File: src/rtl/mpfa_pkg.sv
// ----------------------------------------------------------------------------
// Montgomery prime-field ALU package
// Shared widths, operation and register codes, state type and bundles.
// ----------------------------------------------------------------------------
package mpfa_pkg;

   localparam int HALF_W = 64;
   localparam int WORD_W = 2 * HALF_W;
   localparam int CNT_W  = $clog2(WORD_W);

   typedef enum logic [2:0] {
      OP_ADD       = 3'd0,
      OP_SUB       = 3'd1,
      OP_NEG       = 3'd2,
      OP_MUL       = 3'd3,
      OP_TO_MONT   = 3'd4,
      OP_FROM_MONT = 3'd5,
      OP_INVERSE   = 3'd6,
      OP_LEGENDRE  = 3'd7
   } op_type;

   typedef enum logic [2:0] {
      REG_MOD_LO  = 3'd0,
      REG_MOD_HI  = 3'd1,
      REG_INV_LO  = 3'd2,
      REG_INV_HI  = 3'd3,
      REG_ONE_LO  = 3'd4,
      REG_ONE_HI  = 3'd5,
      REG_RSQ_LO  = 3'd6,
      REG_RSQ_HI  = 3'd7
   } reg_idx_type;

   typedef enum logic [2:0] {
      ST_IDLE,
      ST_PRE,
      ST_RED,
      ST_MT,
      ST_MM,
      ST_MP,
      ST_MD,
      ST_OUT
   } state_type;

   typedef struct packed {
      logic [WORD_W-1:0] modulus;
      logic [WORD_W-1:0] modulus_inv;
      logic [WORD_W-1:0] r_mod_p;
      logic [WORD_W-1:0] r_squared;
   } cfg_type;

   typedef struct packed {
      logic busy;
      logic done;
   } mul_status_type;

endpackage

File: src/rtl/mpfa_serial_mul.sv
// ----------------------------------------------------------------------------
// Bit-serial multiplier
// Full 256-bit product of two 128-bit values, one multiplier bit per cycle.
// ----------------------------------------------------------------------------
module mpfa_serial_mul (
   input  logic                         clock,
   input  logic                         reset,
   input  logic                         start,
   input  logic [mpfa_pkg::WORD_W-1:0]  mul_x,
   input  logic [mpfa_pkg::WORD_W-1:0]  mul_y,
   output logic [mpfa_pkg::WORD_W-1:0]  prod_lo,
   output logic [mpfa_pkg::WORD_W-1:0]  prod_hi,
   output mpfa_pkg::mul_status_type     status
);

   localparam logic [mpfa_pkg::CNT_W-1:0] LastStep = mpfa_pkg::CNT_W'(mpfa_pkg::WORD_W - 1);

   logic                         busy_ff;
   logic                         done_ff;
   logic [mpfa_pkg::CNT_W-1:0]   cnt_ff;
   logic [mpfa_pkg::WORD_W-1:0]  hi_ff;
   logic [mpfa_pkg::WORD_W-1:0]  lo_ff;
   logic [mpfa_pkg::WORD_W-1:0]  mcand_ff;
   logic [mpfa_pkg::WORD_W:0]    sum_in;

   // The multiplier bit leaves the bottom of the low half as product bits enter its top.
   assign sum_in = {1'b0, hi_ff} + (lo_ff[0] ? {1'b0, mcand_ff} : '0);

   always_ff @(posedge clock) begin
      if (reset) begin
         busy_ff <= 1'b0;
         done_ff <= 1'b0;
         cnt_ff  <= '0;
      end else begin
         done_ff <= busy_ff && (cnt_ff == LastStep);
         if (start) begin
            busy_ff <= 1'b1;
            cnt_ff  <= '0;
         end else if (busy_ff) begin
            cnt_ff <= cnt_ff + 1'b1;
            if (cnt_ff == LastStep) begin
               busy_ff <= 1'b0;
            end
         end
      end
   end

   always_ff @(posedge clock) begin
      if (start) begin
         hi_ff    <= '0;
         lo_ff    <= mul_y;
         mcand_ff <= mul_x;
      end else if (busy_ff) begin
         hi_ff <= sum_in[mpfa_pkg::WORD_W:1];
         lo_ff <= {sum_in[0], lo_ff[mpfa_pkg::WORD_W-1:1]};
      end
   end

   assign prod_lo     = lo_ff;
   assign prod_hi     = hi_ff;
   assign status.busy = busy_ff;
   assign status.done = done_ff;

   a_no_restart: assert property (@(posedge clock) disable iff (reset)
      start |-> !busy_ff) else $error("multiplier restarted while busy");
   a_done_pulse: assert property (@(posedge clock) disable iff (reset)
      done_ff |=> !done_ff) else $error("done longer than one cycle");
   a_done_ends: assert property (@(posedge clock) disable iff (reset)
      done_ff |-> !busy_ff) else $error("done while still busy");

endmodule

File: config.mk
export PLATFORM = sky130hd
export DESIGN_NAME = mpfa_serial_mul
export DESIGN_NICKNAME = d
export VERILOG_FILES = /design/src/rtl/mpfa_pkg.sv /design/src/rtl/mpfa_serial_mul.sv
export SDC_FILE = /design/constraint.sdc
export NUM_CORES = 1
export LEC_CHECK = 0
export ABC_AREA = 1
export BUFFER_PORTS_ARGS = -buffer_cell sky130_fd_sc_hd__buf_2
export CAP_MARGIN = 0
export CORE_AREA = 4 4 276 278
export DETAILED_ROUTE_END_ITERATION = 12
export DIE_AREA = 0 0 280 282
export GPL_TIMING_DRIVEN = 0
export SLEW_MARGIN = 20
export SYNTH_ARGS = -nofsm -noshare
export SYNTH_HDL_FRONTEND = slang
export SYNTH_SLANG_ARGS = --single-unit
File: constraint.sdc
create_clock -name clock -period 5.1 [get_ports clock]
set_input_delay 0.255 -clock clock [delete_from_list [all_inputs] [get_ports clock]]
set_output_delay 0.255 -clock clock [all_outputs]
set_load 0.03 [all_outputs]
==> flow_summary.ini <==
[status]
status = finished clean

[power]
netSwitchingPower_w = 0.00368
pwr-share-comb = 0.279
sequentialPowerShare = 0.378
powerDensity_nw_per_um2 = 277
peakVddDrop_mv = 0.249
clkPwrFrac = 0.343
p_leak_nw = 21.7
switching_share = 0.356
p_int_w = 0.00666

[worst_setup_path]
path_common_cell = nand2_1
cp_max_fo = 10
cp.arrival_ns = 5.03
worstReg2RegStart = prod_lo[0]
cp-start-kind = register
rrSetupSlack_ns = 0.58
crit_family = simple AND/OR/NAND/NOR gates
critical-path-slowest-cell = clkbuf_1
path_class = reg2reg
cp_cell_sequence = clkbuf_1, buf_1, nand2_1, inv_1, ha_1, fa_1, nand3_1, nand3_1, nand2_1, nand2_1, nand2_1, nand3_2, nand3_1, nand2_1, nand2_1, nand3_1, nand3_1, nand2_1, inv_1
critical_path.max_stage_delay_ns = 0.59
cp_data_required_time_ns = 5.62
cp_num_buf_inv = 4
cp-end-kind = register
crit_start = prod_lo[0]

[cts]
cts_buffer_depth = 3
clkLatencyLatePin_ns = 0.62
clkTransAtPathRegs_ns = 0.06
cts_made_buffers = 47
root_buffer = clkbuf_16
h-tree-depth = 2
postCtsSetupBuffers = 0
tritoncts = built
cts_num_sinks = 393

[route]
wl_per_cell_um = 19.9
drt_wl_total_um = 130000
vias = 31400
drt-pass1-iter-count = 6
drtAntennaViolNets = 0
vias_per_cell = 4.79
drt-initial-drc-count = 2397
drcViolationCount = 0

[final_layout]
utilization = 0.504
final-seq-area_sq_um = 10400
final_area_sq_um = 37300
final_layout_size_suffix_gt1_frac = 0.132
area_growth_pct = 27.7
nNetsFinal = 5927
multi_input_area_sq_um = 14400
nFillCells = 7698

[timing]
finalSetupViolCount = 0
worstMarginPinSlew_ns = 1.13
slew_violations = 0
finalCritPeriodShare = 0.885
slew_headroom = 0.247
fmax_mhz = 221
fin_skew_ns = 0.0370
hold_viol_final = 0
fin_setup_tns_ns = 0
fin_crit_ns = 4.52
rsz0062_at_grt = no
setup_slack_ns = 0.584

[placed_design]
dp.final_hpwl_um = 108000
place_congestion = 1.03
port_buffers = 516
post-place-ws_ns = 0.678
place_area_sq_um = 33100

[logic_synthesis]
syn_nets = 5103
ys_ff_latch = 393
avgSynthCellArea_sq_um = 6.19
syn-instance-count = 4714
ys_types = 41
async_flop_share = 0
ys_seq_area_frac = 0.357
ys.flop_type = edfxtp_1
syn_area_sq_um = 29200
yosysWarnings = 0
synth_edf_count = 256

[hold_path]
hold_path.class = in2reg
min-delay-start = start

[die]
start_util = 0.395
core-area_sq_um = 73900
io_pins = 517
die_width_um = 280
dieHeight_um = 282
dieArea_sq_um = 79000
rows = 100

[global_routing]
antenna_found_initial = 1
grt_pass1_vias = 29800
grt-ovfl-total = 0
globalRouteTotalUtil = 0.320
grt_max_degree = 69
grt_pass1_wl_um = 188000

[flow_run]
maxCapViolCount = 0
## cell usage in the layout, fill, tap and decap left out, drive strengths merged
cell type    Yosys  final
o21bai          13     13
clkinvlp         0      8
o31ai            3      3
a21o             3      3
nand3          182    182
clkbuf          64    123
buf             22    542
nand2         2094   2094
a21boi           1      1
nor4             2      2
clkinv          10     23
nor3            22     22
and2             9      9
nor2           415    415
bufinv           0      5
dfxtp          137    137
inv           1041   1044
o211ai           8      8
a31o             2      2
fa               1      1
xor2            27     27
dlygate4sd3      1    256
o21ai           81     81
a21oi          129    129
a211oi           1      1
xnor2           31     31
nand4           19     19
ha             129    129
diode            0      2
edfxtp         256    256
a31oi           11     11
## metal layers
| layer | global-route usage | routed length, um | share of wire |
|---|---|---|---|
| met1 | 0.417 | 55000 | 0.42 |
| met2 | 0.537 | 59400 | 0.46 |
| met3 | 0.0560 | 10200 | 0.079 |
| met4 | 0.114 | 5510 | 0.042 |
| met5 | 0 | 0 | 0 |
## flip-flops by register name, summed over array words and instances (netlist names)
name      flops
prod_hi     128
busy_ff       1
prod_lo     128
cnt_ff        7
done_ff       1
mcand_ff    128
## path summary, 6_finish.rpt
| kind | end | depth (start not counted) |
|---|---|---|
| max | prod_hi[119] | 19 |
| min | mcand_ff[89] | 1 |
| max reg2reg | prod_hi[119] | 19 |
| min reg2reg | cnt_ff[5] | 2 |
## stage by stage
step                      std cells  hold slack [ns]  total power, W
after global routing           6546           0.0744          0.0108
final                          6548           0.0797          0.0103
after detailed placement       6203            0.433         0.00666
after global placement         6199            0.432         0.00665
after floorplan                4714            0.324         0.00562
after CTS                      6546           0.0576          0.0104
## kinds of logic after synthesis
family	synth area share
flip-flops	0.357
buffers and inverters	0.148
adder cells (fa/ha/maj)	0.0560
AO/OA/AOI/OAI	0.0464
AND/OR/NAND/NOR	0.375
XOR/XNOR	0.0174
## timing repair
item	CTS	global route
hold buffers	255	0
hold endpoints to repair	259	0
gates resized for setup	0	0
## area by class of cell
class                      instances  share of cell area
antenna                            2            0.000134
sequential                       393               0.280
buffer                            87              0.0101
clock inverter                    29             0.00910
timing repair buffer             775               0.141
tap                              969              0.0325
inverter                        1051               0.106
clock buffer                      59              0.0339
multi-input combinational       3183               0.388
## worst reg2reg max path: cells and delay by family (launching register included)
kind / cells / cell delay [ns]
adder cells (fa/ha/maj): 2 / 0.58
AND/OR/NAND/NOR: 13 / 2.23
flip-flops: 1 / 0.43
buffers and inverters: 4 / 1.18
## power by group through the flow
stage / clock (W) / combinational (W) / sequential (W)
finish: 0.00354 / 0.00289 / 0.00390
global route: 0.00374 / 0.00314 / 0.00393
CTS: 0.00362 / 0.00286 / 0.00390
detailed placement: 0 / 0.00270 / 0.00396
global placement: 0 / 0.00267 / 0.00398
floorplan: 0 / 0.00129 / 0.00433
## synth_stat cells, types with 3 or more instances
cell | instances | share of area
dfxtp_1 | 137 | 0.094
edfxtp_1 | 256 | 0.26
nand4_1 | 19 | 0.0041
o31ai_1 | 3 | 0.00077
nand2_2 | 32 | 0.0069
a21oi_1 | 129 | 0.022
o21ai_1 | 4 | 0.00069
and2_1 | 7 | 0.0015
nor3_1 | 17 | 0.0029
a31oi_1 | 11 | 0.0024
buf_2 | 10 | 0.0017
o211ai_1 | 8 | 0.0021
xor2_1 | 27 | 0.0081
nand3_2 | 14 | 0.0048
a21o_1 | 3 | 0.00077
buf_4 | 3 | 0.00077
nor2_4 | 5 | 0.0019
o21ai_0 | 77 | 0.013
nor3_2 | 4 | 0.0014
nand3_1 | 168 | 0.029
inv_1 | 1013 | 0.13
ha_1 | 129 | 0.055
inv_2 | 28 | 0.0036
nor2_1 | 375 | 0.048
clkbuf_1 | 64 | 0.0082
o21bai_1 | 13 | 0.0033
nand2_1 | 2062 | 0.27
xnor2_1 | 31 | 0.0093
buf_1 | 7 | 0.00090
nor2_2 | 35 | 0.0075
clkinv_1 | 10 | 0.0013
No activity file was read; power rests on OpenSTA's default activity.
