`src/rtl/mpfa_pkg.sv`:
```
// ----------------------------------------------------------------------------
// Montgomery prime-field ALU package
// Shared widths, operation and register codes, state type and bundles.
// ----------------------------------------------------------------------------
package mpfa_pkg;

   localparam int HALF_W = 64;
   localparam int WORD_W = 2 * HALF_W;
   localparam int CNT_W  = $clog2(WORD_W);

   typedef enum logic [2:0] {
      OP_ADD       = 3'd0,
      OP_SUB       = 3'd1,
      OP_NEG       = 3'd2,
      OP_MUL       = 3'd3,
      OP_TO_MONT   = 3'd4,
      OP_FROM_MONT = 3'd5,
      OP_INVERSE   = 3'd6,
      OP_LEGENDRE  = 3'd7
   } op_type;

   typedef enum logic [2:0] {
      REG_MOD_LO  = 3'd0,
      REG_MOD_HI  = 3'd1,
      REG_INV_LO  = 3'd2,
      REG_INV_HI  = 3'd3,
      REG_ONE_LO  = 3'd4,
      REG_ONE_HI  = 3'd5,
      REG_RSQ_LO  = 3'd6,
      REG_RSQ_HI  = 3'd7
   } reg_idx_type;

   typedef enum logic [2:0] {
      ST_IDLE,
      ST_PRE,
      ST_RED,
      ST_MT,
      ST_MM,
      ST_MP,
      ST_MD,
      ST_OUT
   } state_type;

   typedef struct packed {
      logic [WORD_W-1:0] modulus;
      logic [WORD_W-1:0] modulus_inv;
      logic [WORD_W-1:0] r_mod_p;
      logic [WORD_W-1:0] r_squared;
   } cfg_type;

   typedef struct packed {
      logic busy;
      logic done;
   } mul_status_type;

endpackage

```
`src/rtl/mpfa_csr.sv`:
```
// ----------------------------------------------------------------------------
// Configuration registers
// Holds the modulus, its inverse, Montgomery one and R squared.
// ----------------------------------------------------------------------------
module mpfa_csr (
   input  logic                         clock,
   input  logic                         reset,
   input  logic                         csr_valid,
   output logic                         csr_ready,
   input  logic [2:0]                   csr_index,
   input  logic [mpfa_pkg::HALF_W-1:0]  csr_data,
   output mpfa_pkg::cfg_type            cfg
);

   mpfa_pkg::cfg_type cfg_ff;

   assign csr_ready = 1'b1;
   assign cfg       = cfg_ff;

   always_ff @(posedge clock) begin
      if (reset) begin
         cfg_ff <= '0;
      end else if (csr_valid) begin
         unique case (mpfa_pkg::reg_idx_type'(csr_index))
            mpfa_pkg::REG_MOD_LO: cfg_ff.modulus[mpfa_pkg::HALF_W-1:0] <= csr_data;
            mpfa_pkg::REG_MOD_HI: cfg_ff.modulus[mpfa_pkg::WORD_W-1:mpfa_pkg::HALF_W] <= csr_data;
            mpfa_pkg::REG_INV_LO: cfg_ff.modulus_inv[mpfa_pkg::HALF_W-1:0] <= csr_data;
            mpfa_pkg::REG_INV_HI:
               cfg_ff.modulus_inv[mpfa_pkg::WORD_W-1:mpfa_pkg::HALF_W] <= csr_data;
            mpfa_pkg::REG_ONE_LO: cfg_ff.r_mod_p[mpfa_pkg::HALF_W-1:0] <= csr_data;
            mpfa_pkg::REG_ONE_HI:
               cfg_ff.r_mod_p[mpfa_pkg::WORD_W-1:mpfa_pkg::HALF_W] <= csr_data;
            mpfa_pkg::REG_RSQ_LO: cfg_ff.r_squared[mpfa_pkg::HALF_W-1:0] <= csr_data;
            mpfa_pkg::REG_RSQ_HI:
               cfg_ff.r_squared[mpfa_pkg::WORD_W-1:mpfa_pkg::HALF_W] <= csr_data;
            default: ;
         endcase
      end
   end

endmodule

```
`config.mk`:
```
export PLATFORM = sky130hd
export DESIGN_NAME = mpfa_csr
export DESIGN_NICKNAME = d
export VERILOG_FILES = /design/src/rtl/mpfa_pkg.sv /design/src/rtl/mpfa_csr.sv
export SDC_FILE = /design/constraint.sdc
export NUM_CORES = 1
export LEC_CHECK = 0
export ABC_AREA = 0
export BUFFER_PORTS_ARGS = -buffer_cell sky130_fd_sc_hd__buf_2
export CAP_MARGIN = 40
export CORE_MARGIN = 2
export CORE_UTILIZATION = 35
export CTS_BUF_LIST = sky130_fd_sc_hd__clkbuf_8
export CTS_CLUSTER_DIAMETER = 50
export DETAILED_ROUTE_END_ITERATION = 7
export GPL_ROUTABILITY_DRIVEN = 0
export GPL_TIMING_DRIVEN = 0
export SYNTH_ARGS = -nofsm -noshare
export SYNTH_HDL_FRONTEND = slang
export SYNTH_SLANG_ARGS = --single-unit
```
`constraint.sdc`:
```
create_clock -name clock -period 1.5 [get_ports clock]
set_input_delay 0.3 -clock clock [delete_from_list [all_inputs] [get_ports clock]]
set_output_delay 0.3 -clock clock [all_outputs]
set_load 0.02 [all_outputs]
```
==> flow_metrics.tcl, run 1 <==
set metrics [dict create \
    status "finished clean" \
    totalWireLength_um 73200 \
    num_rows 87 \
    cts_tree "built" \
    synth_mux_area_share_pct 25.7 \
    syn_area_per_cell_um2 11.1 \
    drc 0 \
    grt_overflow 0 \
    yosysSeqAreaShare_pct 51.5 \
    clock-sinks 512 \
    avgViaCountPerCell 4.68 \
    port_buffers 576 \
    fmax_mhz 676 \
    fin_crit_ps 1480 \
    synth_top_family_by_area "multiplexers" \
    hpwl_um 51500 \
    slowest_delay_ps 370 \
    critPathTopFamily "flip-flops" \
    worst-path-stages 1 \
    setup_tns_ps 0 \
    cts_hold_buf 0 \
    antenna_found_initial 6 \
    synth-xor-area-share_pct 0 \
    crit_required_ps 1200 \
    holdPathStages 4 \
    top_layer_used "met5" \
    core_region_area_um2 56300 \
    power_w 0.0296 \
    yosys.area_share.adder_pct 0 \
    numCtsBuffers 89 \
    final_cell_mix "nand2b_1, mux2i_1, dfxtp_2" \
    vias 15700 \
    post-route-period-util_pct 98.7 \
    synth_seq_cells 512 \
    seqPwrFrac_pct 48.0 \
    critPathMaxFanout 2 \
    p_leak_nw 14.8 \
    synth_compound_area_share_pct 0 \
    yosys-top-cells-area "dfxtp_1, mux2i_1, nand2b_1" \
    swShare_pct 26.1 \
    setup_viol 0 \
    wl_per_cell_um 21.9 \
    syn_area_um2 19900 \
    cts_buffer_depth 3 \
    r2r_cells 3 \
    die_x_um 243 \
    power_density_nw_per_um2 997 \
    synth_nets 1871 \
    m1WireLength_um 29800 \
    combPwrFrac_pct 9.7 \
    fin_skew_ps 0 \
    routed-wl-met3_um 6070 \
    dr_wl_met2_um 34500 \
    start_util_pct 35.4 \
    clk_root_buffer_cell "clkbuf_8" \
    critPathBufInv 1 \
    start_kind "flop" \
    clkLatencyLatePin_ps 680 \
    die-area_um2 58800 \
    grt_pass1_vias 16300 \
    largest_register_ffs 512 \
    hp-class "input pin to flop" \
    io_pins 583 \
    fp.dieH_um 243 \
    r2r_slack_ps 720 \
    dr.pass1.iters 5 \
    drive_gt1_share_pct 52.1 \
    ir_drop_uv 574 \
    power_frac_clock_pct 42.3 \
    arrival_ps 1180 \
    num_antenna_cells 0 \
    maxCapViolCount 0 \
    synthSimpleGateAreaFrac_pct 18.6 \
    syn2layout_area_growth_pct 48.9 \
    yosys_warnings 0 \
    crit_slowest_cell "dfxtp_4" \
    htree_num_levels 3 \
    critical_path_class "flop to output pin" \
    synthDistinctLibCells 15 \
    drtIter0Drc 537 \
    gr-usage-all-layers_pct 24.1 \
    yosysTopAreaCell "dfxtp_1" \
    rsz0062_at_grt "yes" \
    maxSlewViolCount 0 \
    finalHoldViolCount 0 \
    grt_first_pass_wirelength_um 106000 \
    p_int_w 0.0219 \
    nets 2596 \
    ant_nets 0 \
    worstSetupEndpointType "output pin" \
    cts.clk_slew.worst_paths_ps 60 \
    layout_commonest_cell "nand2b_1" \
    synthCells 1801 \
    path_cells "buf_6" \
    synth_top_area_share_pct 51.5 \
    grt_max_degree 13 \
    max_slew_margin_pct 54.9 \
    switching_power_w 0.00770 \
    worst_slew_pin_slew_ps 677 \
]
metal layers:
layer	track usage [%]	vias up
met5	0	-
met4	10.2	6
met3	8.76	142
met2	40.2	504
met1	27.9	7680
li1	-	7320
cells by family (layout without fill, tap and decap cells):
family                 count (synthesis)  in the layout
other                                  1              1
DFF                                  512            512
and+or+nand+nor                      586            586
buffers and inverters                190            978
muxes                                512            512
cell usage after synthesis:
| cell type | n |
|---|---|
| mux2i_1 | 512 |
| or4b_1 | 1 |
| buf_2 | 56 |
| buf_1 | 4 |
| nand4bb_1 | 3 |
| conb_1 | 1 |
| nand2b_1 | 576 |
| clkbuf_1 | 121 |
| nor4b_2 | 1 |
| buf_6 | 3 |
| nand4_1 | 1 |
| nor4bb_1 | 1 |
| buf_4 | 6 |
| nand4b_1 | 3 |
| dfxtp_1 | 512 |
worst min-delay path: cells and delay by family:
family | cells | cell delay, ps
buffers and inverters | 2 | 290
multiplexers | 1 | 160
AND/OR/NAND/NOR | 1 | 40
cell type report:
cell class                 count  area [µm²]
clock buffer                 107        1470
buffer                       190         897
timing repair buffer         634        6380
sequential                   512       10900
multi-input combinational   1099        8840
tap                          756         946
clock inverter                47         244
fill                        5033       26600
final timing paths:
kind	endpoint	startpoint
min	cfg[309]$_SDFFE_PP0P_	csr_data[53]
min reg2reg	cfg[75]$_SDFFE_PP0P_	cfg[75]$_SDFFE_PP0P_
max reg2reg	cfg[14]$_SDFFE_PP0P_	cfg[14]$_SDFFE_PP0P_
max	cfg[107]	cfg[107]$_SDFFE_PP0P_
power by group through the flow:
stage                     sequential (W)  clock, W  combinational, W
after floorplan                   0.0147         0           0.00110
after global placement            0.0143         0           0.00244
after detailed placement          0.0144         0           0.00247
after CTS                         0.0142    0.0127           0.00285
after global routing              0.0142    0.0134           0.00301
final                             0.0142    0.0125           0.00286
per-stage QoR:
step	std cells	util, %	worst slack, ps	hold WS [ps]	area, µm²
2_1_floorplan	1801	-	10.8	546	19900
6_report	3345	52.7	20.0	154	29600
4_1_cts	3322	52.2	-41.1	104	29400
5_1_grt	3345	52.7	-23.5	162	29600
3_3_place_gp	3133	42.2	-1570	455	23700
3_5_place_dp	3135	42.2	-1120	459	23800
repair_timing:
| action | 4_1_cts | 5_1_grt |
|---|---|---|
| endpoints found under the setup margin | 992 | 100 |
| pin swaps | 0 | 0 |
| buffers inserted | 33 | 23 |
| resized for setup | 1482 | 37 |
Power figures use the tool's default switching activity.
==> run 2, diff against run 1 <==
- SETUP_SLACK_MARGIN: unset -> 0.2
==> flow_metrics.tcl, run 2 (same netlist as run 1, synthesis figures left out) <==
set metrics [dict create \
    status "finished clean" \
    ff_latch_area_um2 10900 \
    die_x_um 243 \
    rsz0062_at_grt "yes" \
    maxCapViolCount 0 \
    ir_drop_uv 681 \
    grt_pass1_vias 17000 \
    wl_per_cell_um 21.2 \
    dr.pass1.iters 5 \
    clk_root_buffer_cell "clkbuf_8" \
    crit_slowest_cell "dfxtp_2" \
    grt_max_degree 13 \
    io_pins 583 \
    power_frac_clock_pct 43.6 \
    avgViaCountPerCell 4.62 \
    fillerInstances 4827 \
    seqPwrFrac_pct 46.4 \
    fmax_mhz 681 \
    syn2layout_area_growth_pct 57.5 \
    setup_tns_ps 0 \
    setup_viol 0 \
    critical_path_class "flop to output pin" \
    combPwrFrac_pct 9.9 \
    antenna_found_initial 8 \
    pre_cts_slack_ps -1130 \
    p_leak_nw 15.9 \
    layout_commonest_cell "nand2b_1" \
    fin_skew_ps 0 \
    cts.clk_slew.worst_paths_ps 60 \
    path_cells "buf_6" \
    final_cell_mix "nand2b_1, buf_6, mux2i_1" \
    grt_first_pass_wirelength_um 108000 \
    finalHoldViolCount 0 \
    start_kind "flop" \
    cts_tree "built" \
    vias 16300 \
    start_util_pct 35.4 \
    worst_slew_pin_slew_ps 683 \
    cts_buffer_depth 3 \
    grt_overflow 0 \
    clkLatencyLatePin_ps 670 \
    critPathMaxFanout 2 \
    drive_gt1_share_pct 56.9 \
    slowest_delay_ps 370 \
    fp.dieH_um 243 \
    drc 0 \
    fin_crit_ps 1470 \
    worstSetupEndpointType "output pin" \
    critPathTopFamily "flip-flops" \
    placed_area_um2 23800 \
    power_density_nw_per_um2 974 \
    drtIter0Drc 612 \
    final_area_um2 31400 \
    core_region_area_um2 56300 \
    gr-usage-all-layers_pct 24.4 \
    totalWireLength_um 74800 \
    critPathBufInv 1 \
    post-route-period-util_pct 98.0 \
    nets 2765 \
    largest_register_ffs 512 \
    htree_num_levels 3 \
    hp-class "input pin to flop" \
    setup_slack_ps 30.6 \
    switching_power_w 0.00782 \
    port_buffers 576 \
    maxSlewViolCount 0 \
    timing.hold.ws_ps 169 \
    swShare_pct 25.6 \
    num_rows 87 \
    multi_input_area_um2 8830 \
    power_w 0.0305 \
    crit_required_ps 1200 \
    die-area_um2 58800 \
    clock-sinks 512 \
    hpwl_um 51100 \
    max_slew_margin_pct 54.5 \
    arrival_ps 1170 \
    p_int_w 0.0227 \
    ant_nets 0 \
    numCtsBuffers 91 \
    cts_hold_buf 0 \
]
run 2: area by class of cell:
class,count,share of cell area (%)
clock inverter,45,0.858
sequential,512,34.8
clock buffer,117,5.14
timing repair buffer,801,24.8
antenna,2,0.0160
tap,756,3.02
multi-input combinational,1099,28.2
buffer,190,3.23
run 2: stage by stage:
stage               std cells  util [%]
floorplan                1801         -
finish                   3522      55.7
global route             3522      55.7
global placement         3133      42.3
detailed placement       3133      42.3
CTS                      3383      53.8
run 2: final timing paths:
kind | start | slack (ps) | cells after the start | end
worst max-delay path | cfg[213]$_SDFFE_PP0P_ | 30 | 1 | cfg[213]
worst min register to register | cfg[510]$_SDFFE_PP0P_ | 480 | 2 | cfg[510]$_SDFFE_PP0P_
worst max register to register | cfg[303]$_SDFFE_PP0P_ | 640 | 4 | cfg[303]$_SDFFE_PP0P_
worst min-delay path | csr_data[7] | 170 | 4 | cfg[71]$_SDFFE_PP0P_
run 2: routing by layer:
layer | vias up | routed length, µm | track usage, %
met5 | - | 51 | 0
met1 | 7924 | 29900 | 28.3
li1 | 7655 | - | -
met3 | 167 | 4980 | 6.76
met2 | 519 | 36600 | 41.2
met4 | 8 | 3350 | 12.7
run 2: repair_timing:
| item | in CTS | in global routing |
|---|---|---|
| resized for setup | 1583 | 43 |
| setup buffers | 88 | 137 |
| endpoints found under the setup margin | 1005 | 756 |
run 2: power by group through the flow:
stage	sequential [W]	combinational [W]	clock [W]
CTS	0.0142	0.00291	0.0136
global placement	0.0143	0.00245	0
detailed placement	0.0144	0.00247	0
finish	0.0142	0.00303	0.0133
floorplan	0.0147	0.00112	0
global route	0.0142	0.00319	0.0143
